$ cat config.mk
export PLATFORM = sky130hd
export DESIGN_NAME = dpc_ctrl
export DESIGN_NICKNAME = d
export VERILOG_FILES = /design/src/rtl/core/assert_macros.svh /design/src/rtl/core/dpc_pkg.sv /design/src/rtl/core/dpc_ctrl.sv
export SDC_FILE = /design/constraint.sdc
export NUM_CORES = 1
export LEC_CHECK = 0
export ABC_AREA = 1
export BUFFER_PORTS_ARGS = -buffer_cell sky130_fd_sc_hd__buf_2
export CAP_MARGIN = 25
export CORE_ASPECT_RATIO = 0.8
export CORE_MARGIN = 8
export CORE_UTILIZATION = 55
export CTS_CLUSTER_DIAMETER = 60
export DETAILED_ROUTE_END_ITERATION = 16
export PLACE_DENSITY = 0.78
export SYNTH_ARGS = -nofsm -noshare
export SYNTH_HDL_FRONTEND = slang
export SYNTH_SLANG_ARGS = --single-unit
export TNS_END_PERCENT = 5
$ cat constraint.sdc
create_clock -name clk -period 3.89 [get_ports clk]
set_input_delay 0.778 -clock clk [delete_from_list [all_inputs] [get_ports clk]]
set_output_delay 0.778 -clock clk [all_outputs]
set_load 0.01 [all_outputs]
$ cat src/rtl/core/assert_macros.svh
// Assertion macros shared by the distinct-part partition counter RTL.
// Each macro expands to one labeled concurrent assertion on a clock and an active-low reset.
`ifndef ASSERT_MACROS_SVH
`define ASSERT_MACROS_SVH

// The consequent must hold in the same cycle as the antecedent.
`define ASSERT_SAME(label, clk, rst_n, ante, cons, msg) \
	label: assert property (@(posedge clk) disable iff (!rst_n) (ante) |-> (cons)) \
		else $error(msg);

// The consequent must hold in the cycle after the antecedent.
`define ASSERT_NEXT(label, clk, rst_n, ante, cons, msg) \
	label: assert property (@(posedge clk) disable iff (!rst_n) (ante) |=> (cons)) \
		else $error(msg);

// The expression must never be true.
`define ASSERT_NEVER(label, clk, rst_n, expr, msg) \
	label: assert property (@(posedge clk) disable iff (!rst_n) !(expr)) \
		else $error(msg);

`endif

$ cat src/rtl/core/dpc_pkg.sv
// Package for the distinct-part partition counter: widths, cell count and control types.
// Used by dpc_cell, dpc_ctrl and distinct_partition_count_core; depends on nothing.
`default_nettype none

package dpc_pkg;

	localparam int NMAX      = 512;
	localparam int N_W       = 10;
	localparam int IN_TDATA_W = 16;
	localparam int WAYS_W    = 64;

	// Largest number of distinct parts that a sum up to nmax can hold.
	function automatic int max_parts(input int nmax);
		int k;
		k = 1;
		while (((k + 1) * (k + 2)) / 2 <= nmax) begin
			k = k + 1;
		end
		return k;
	endfunction

	localparam int CELLS = max_parts(NMAX);
	localparam int TAP_W = (CELLS > 1) ? $clog2(CELLS) : 1;

	typedef enum logic [1:0] {
		ST_IDLE,
		ST_RUN,
		ST_SUM,
		ST_DONE
	} ctrl_state_t;

	typedef struct packed {
		logic clear;
		logic step;
		logic first;
		logic collect;
	} cell_ctl_t;

	typedef struct packed {
		logic load;
		logic bad;
	} fin_t;

endpackage

`default_nettype wire

$ cat src/rtl/core/dpc_ctrl.sv
// Sequencer for the distinct-part partition counter: input handshake, sum steps, final collect.
// Depends on dpc_pkg; drives the cell row and the output register in the top level.
`default_nettype none

module dpc_ctrl (
	input  wire logic                    clk,
	input  wire logic                    arst_n,
	input  wire logic                    s_tvalid,
	output logic                         s_tready,
	input  wire logic [dpc_pkg::N_W-1:0] cube_count,
	input  wire logic                    out_free,
	output dpc_pkg::cell_ctl_t           ctl,
	output dpc_pkg::fin_t                fin
);
	import dpc_pkg::*;

	ctrl_state_t     state_q, state_d;
	logic [N_W-1:0]  cnt_q, cnt_d;
	logic [N_W-1:0]  n_q, n_d;
	logic            bad_q, bad_d;
	logic            bad_in;

	assign bad_in = (cube_count == '0) || (cube_count > N_W'(NMAX));

	always_ff @(posedge clk or negedge arst_n) begin
		if (!arst_n) begin
			state_q <= ST_IDLE;
			cnt_q   <= '0;
		end else begin
			state_q <= state_d;
			cnt_q   <= cnt_d;
		end
	end

	always_ff @(posedge clk) begin
		n_q   <= n_d;
		bad_q <= bad_d;
	end

	always_comb begin
		state_d  = state_q;
		cnt_d    = cnt_q;
		n_d      = n_q;
		bad_d    = bad_q;
		ctl      = '0;
		fin      = '0;
		fin.bad  = bad_q;
		s_tready = 1'b0;
		unique case (state_q)
			ST_IDLE: begin
				s_tready = 1'b1;
				if (s_tvalid) begin
					ctl.clear = 1'b1;
					n_d       = cube_count;
					bad_d     = bad_in;
					cnt_d     = '0;
					state_d   = bad_in ? ST_DONE : ST_RUN;
				end
			end
			ST_RUN: begin
				ctl.step  = 1'b1;
				ctl.first = (cnt_q == '0);
				if (cnt_q == n_q - N_W'(1)) begin
					cnt_d   = '0;
					state_d = ST_SUM;
				end else begin
					cnt_d = cnt_q + N_W'(1);
				end
			end
			ST_SUM: begin
				ctl.collect = 1'b1;
				if (cnt_q == N_W'(CELLS - 1)) begin
					cnt_d   = '0;
					state_d = ST_DONE;
				end else begin
					cnt_d = cnt_q + N_W'(1);
				end
			end
			ST_DONE: begin
				if (out_free) begin
					fin.load = 1'b1;
					state_d  = ST_IDLE;
				end
			end
			default: begin
				state_d = ST_IDLE;
			end
		endcase
	end

endmodule

`default_nettype wire

-- Yosys cells after proc, flatten, opt, wreduce, memory -nomap -nowiden
Cells that the tools add are included.
- register bits: 23
- input bits: 14
- logic and storage cells: 41
- $add $sub $neg: 2
- magnitude comparators: 1
- eq/ne operators: 9
- muxes and demuxes: 17
- reduce and logical (&&, ||, !) cells: 8
- operators by type and width (kind ; count):
    two-way mux 10 bit ; 3
    case mux 10 bit (3 select lines) ; 1
    logical NOT 10 bit ; 2
    two-way mux 2 bit ; 6
    adder 10 x 1 -> 10 bit (second input constant) ; 1
    equality test 10 bit ; 1
    equality test 10 x 5 -> 1 bit (second input constant) ; 1
    > comparator 10 bit (second input constant) ; 1
    subtractor 10 x 1 -> 10 bit (second input constant) ; 1
    inequality test 2 bit (second input constant) ; 4
    case mux 2 bit (4 select lines) ; 1
    two-way mux 1 bit ; 6
    equality test 2 bit (second input constant) ; 2
    AND reduction 2 bit ; 2
    AND reduction 4 bit ; 1
    nonzero test 3 bit ; 1
    equality test 2 x 1 -> 1 bit (second input constant) ; 1
    logical NOT 2 bit ; 1
    logical OR 1 bit ; 1

-- Depth between registers and ports, before layout
- word-level depth: 5
- gate-level depth with buffers: 15
- depth with buffers taken out: 15

-- Worst setup path after synthesis
No wires, ideal clock.
- kind: register to output
- start point: register state_q[1]
- end point: output ctl[1] (netlist bit)
- data arrival time: 1.202 ns
- data required time: 3.112 ns
- setup slack: 1.910 ns
- cell stages (with the launch flop): 5
- buffers on the path: 0
- path through: dfrtp_1 > inv_1 > ha_1 > nand4_1 > nor4_1
- RTL lines (item ; RTL line ; text):
    start, declared ; dpc_ctrl.sv:17 ; ctrl_state_t state_q, state_d;
    start signal, assigned ; dpc_ctrl.sv:30 ; state_q <= state_d;
    end, declared ; dpc_ctrl.sv:12 ; output dpc_pkg::cell_ctl_t ctl,

==> impl_metrics.csv <==
group,metric,value,unit
layout,stdcell_area,1872,sq um
layout,fin_nets,269,
setup_path,worstPathArrival,1.64,ns
setup_path,crit_start,"state_q[0]$_DFFE_PN0P_",
cts,cts_max_path_buffers,2,
flow_run,maxCapViolCount,0,
logic_synthesis,syn_area,1693,sq um
layout,area_delta_synth_final,10.57,%
routing,vias,1405,
cts,cts_resized,0,
routing,post_drt_via_cell_ratio,4.913,
floorplan,die_area,5120,sq um
timing,drv_slew,0,
cts,cts_hold_buf,0,
timing,min_period_over_period,0.6217,
place,port_buffers,20,
setup_path,crit_buf_inv,3,
layout,diodes,0,
timing,rsz0062_at_grt,"false",
timing,max_freq,413.5,MHz
timing,setup_viol,0,
logic_synthesis,yosysTopAreaCell,"edfxtp_1",
global_routing,grt_pass1_vias,1300,
cts,clk-insertion-delay-late,0.27,ns
cts,cts_tree,"yes",
floorplan,coreArea,3018,sq um
setup_path,slowest_delay,0.43,ns
logic_synthesis,ys_top_cells_by_area,"edfxtp_1, dfrtp_1, nand2_1",
cts,h-tree-depth,1,
routing,wl_met1,1.662,mm
setup_path,cp_common_cell,"inv_1",
logic_synthesis,synth_cells,225,
timing,slew_headroom,0.6430,
timing,period_needed,2.418,ns
routing,drt_wl_total,3.338,mm
logic_synthesis,synth_edf_count,11,
setup_path,worst_ep_required_time,3.11,ns
setup_path,crit_family,"buffers and inverters",
cts,cts_num_sinks,23,
routing,post_drt_wl_per_cell,11.67,um
cts,clkTransAtPathRegs,0.09,ns
power,cellLeakagePower,0.9706,nW
power,ir_worst_vdd,0.3672,mV
layout,layout-drive-gt1-share,0.1870,
setup_path,r2r_setup_slack,1.97,ns
logic_synthesis,ys_seq_area_frac,0.3725,
logic_synthesis,synthMostInstantiatedCell,"nand2_1",
setup_path,rr_endpoint,"cnt_q[2]$_DFFE_PN0P_",
global_routing,grt_pass1_wl,5.651,mm
setup_path,critPathCaptureType,"output pin",
timing,final.setup_skew,0.004226,ns
power,p_per_area,501.7,nW/um^2
logic_synthesis,synth_seq_cells,23,
global_routing,grt_max_degree,15,
routing,ant_nets,0,
setup_path,crit_fanout,12,
floorplan,die_w,78.03,um
routing,drtPass1Iterations,4,
floorplan,io_pins,21,
setup_path,critical-path-slowest-cell,"dfrtp_1",
cts,cts_root_buf,"clkbuf_8",
logic_synthesis,async_flop_share,0.5217,
place,placed_cell_area,1823,sq um
logic_synthesis,ys_warn_count,0,
place,gp_congestion,0.8557,
logic_synthesis,synth_cell_type_count,31,
setup_path,r2r_cells,9,
floorplan,die-height,65.62,um
routing,route.met3.wl,116,um
setup_path,path_cells,"inv_1 -> ha_1 -> nand2_1 -> inv_1 -> buf_2",
logic_synthesis,syn-num-nets,247,
power,power,0.9390,mW
cts,numCtsBuffers,3,
global_routing,grt_antenna_before_repair,0,
timing,hold_viol,0,
logic_synthesis,synth_top_area_frac,0.1951,
routing,met2_length,1.507,mm
min_path,hold_class,"in -> async",
global_routing,grt-ovfl-total,0,
cts,post_cts_buffers,0,
status,status,"completed",
global_routing,gr-usage-all-layers,0.1373,
setup_path,r2r-start,"state_q[0]$_DFFE_PN0P_",
floorplan,num_rows,18,
timing,whs,0.3715,ns
floorplan,start_util,0.5609,
routing,top_layer,"met4",
timing,tns,0,ns
timing,worst_slew_pin_slew,0.5335,ns
routing,drc,0,
routing,drtIter0Drc,74,
place,hpwl,2.733,mm
logic_synthesis,ys.flop_type,"dfrtp_1",
logic_synthesis,ys_top_cells_by_count,"nand2_1, inv_1, nand3_1",
setup_path,crit_type,"reg -> out",
logic_synthesis,avgSynthCellArea,7.524,sq um
setup_path,startpoint_type,"flip-flop",
power by group:
group	internal, mW	switching, mW
clock network	0.0726	0.0807
registers	0.303	0.0387
logic	0.155	0.288
total	0.531	0.408
final cells by class:
| type | count | area (sq um) |
|---|---|---|
| Clock buffer | 3 | 41.29 |
| Clock inverter | 1 | 7.507 |
| Fill cell | 282 | 1146 |
| Inverter | 38 | 142.6 |
| Multi-Input combinational cell | 160 | 892.1 |
| Sequential cell | 23 | 630.6 |
| Tap cell | 40 | 50.05 |
| Timing Repair Buffer | 21 | 107.6 |
how the worst max path moves through the flow:
stage | endpoint | slack, ns | cells past startpoint
after floorplan | ctl[1] | 1.91 | 4
after global placement | ctl[3] | 1.65 | 4
after detailed placement | ctl[3] | 1.65 | 4
after CTS | ctl[3] | 1.46 | 5
after global routing | ctl[3] | 1.34 | 5
final | ctl[3] | 1.47 | 5
kinds of logic after synthesis:
family,after synthesis,synth area share
flip-flops,23,0.3725
adder cells (fa/ha/maj),8,0.05913
XOR/XNOR,13,0.06726
AND/OR/NAND/NOR,129,0.3622
buffers and inverters,42,0.1005
AO/OA/AOI/OAI,10,0.03844
routing by layer:
layer | track usage | vias up
met4 | 0.06912 | 0
met2 | 0.2279 | 28
met3 | 0.01771 | 4
li1 | - | 748
met1 | 0.1730 | 625
met5 | 0 | -
placed cells by master (no fill, tap or decap), types with 2 or more instances in the layout:
master	instances
ha_1	8
nor3_2	2
clkbuf_8	3
o21ai_0	6
xnor2_1	2
nor4_1	2
nand2_2	2
nand3_1	17
nor2_2	6
buf_2	20
dfrtp_1	12
nor3_1	6
xor2_1	11
nand2_1	70
inv_1	34
inv_2	4
nand3_2	3
nand4_1	5
edfxtp_1	11
nor2_1	11
flip-flops by register name, indices dropped and copies added, names as in the netlist:
register and count:
n_q 10, state_q 2, bad_q 1, cnt_q 10
metrics by stage:
| step | setup slack (ns) | instances | util |
|---|---|---|---|
| 3_5_place_dp | 1.649 | 282 | 0.6041 |
| 6_report | 1.472 | 286 | 0.6202 |
| 3_3_place_gp | 1.652 | 282 | 0.6041 |
| 2_1_floorplan | 1.910 | 225 | - |
| 5_1_grt | 1.339 | 286 | 0.6202 |
| 4_1_cts | 1.458 | 286 | 0.6202 |
No activity file was read; power rests on OpenSTA's default activity.
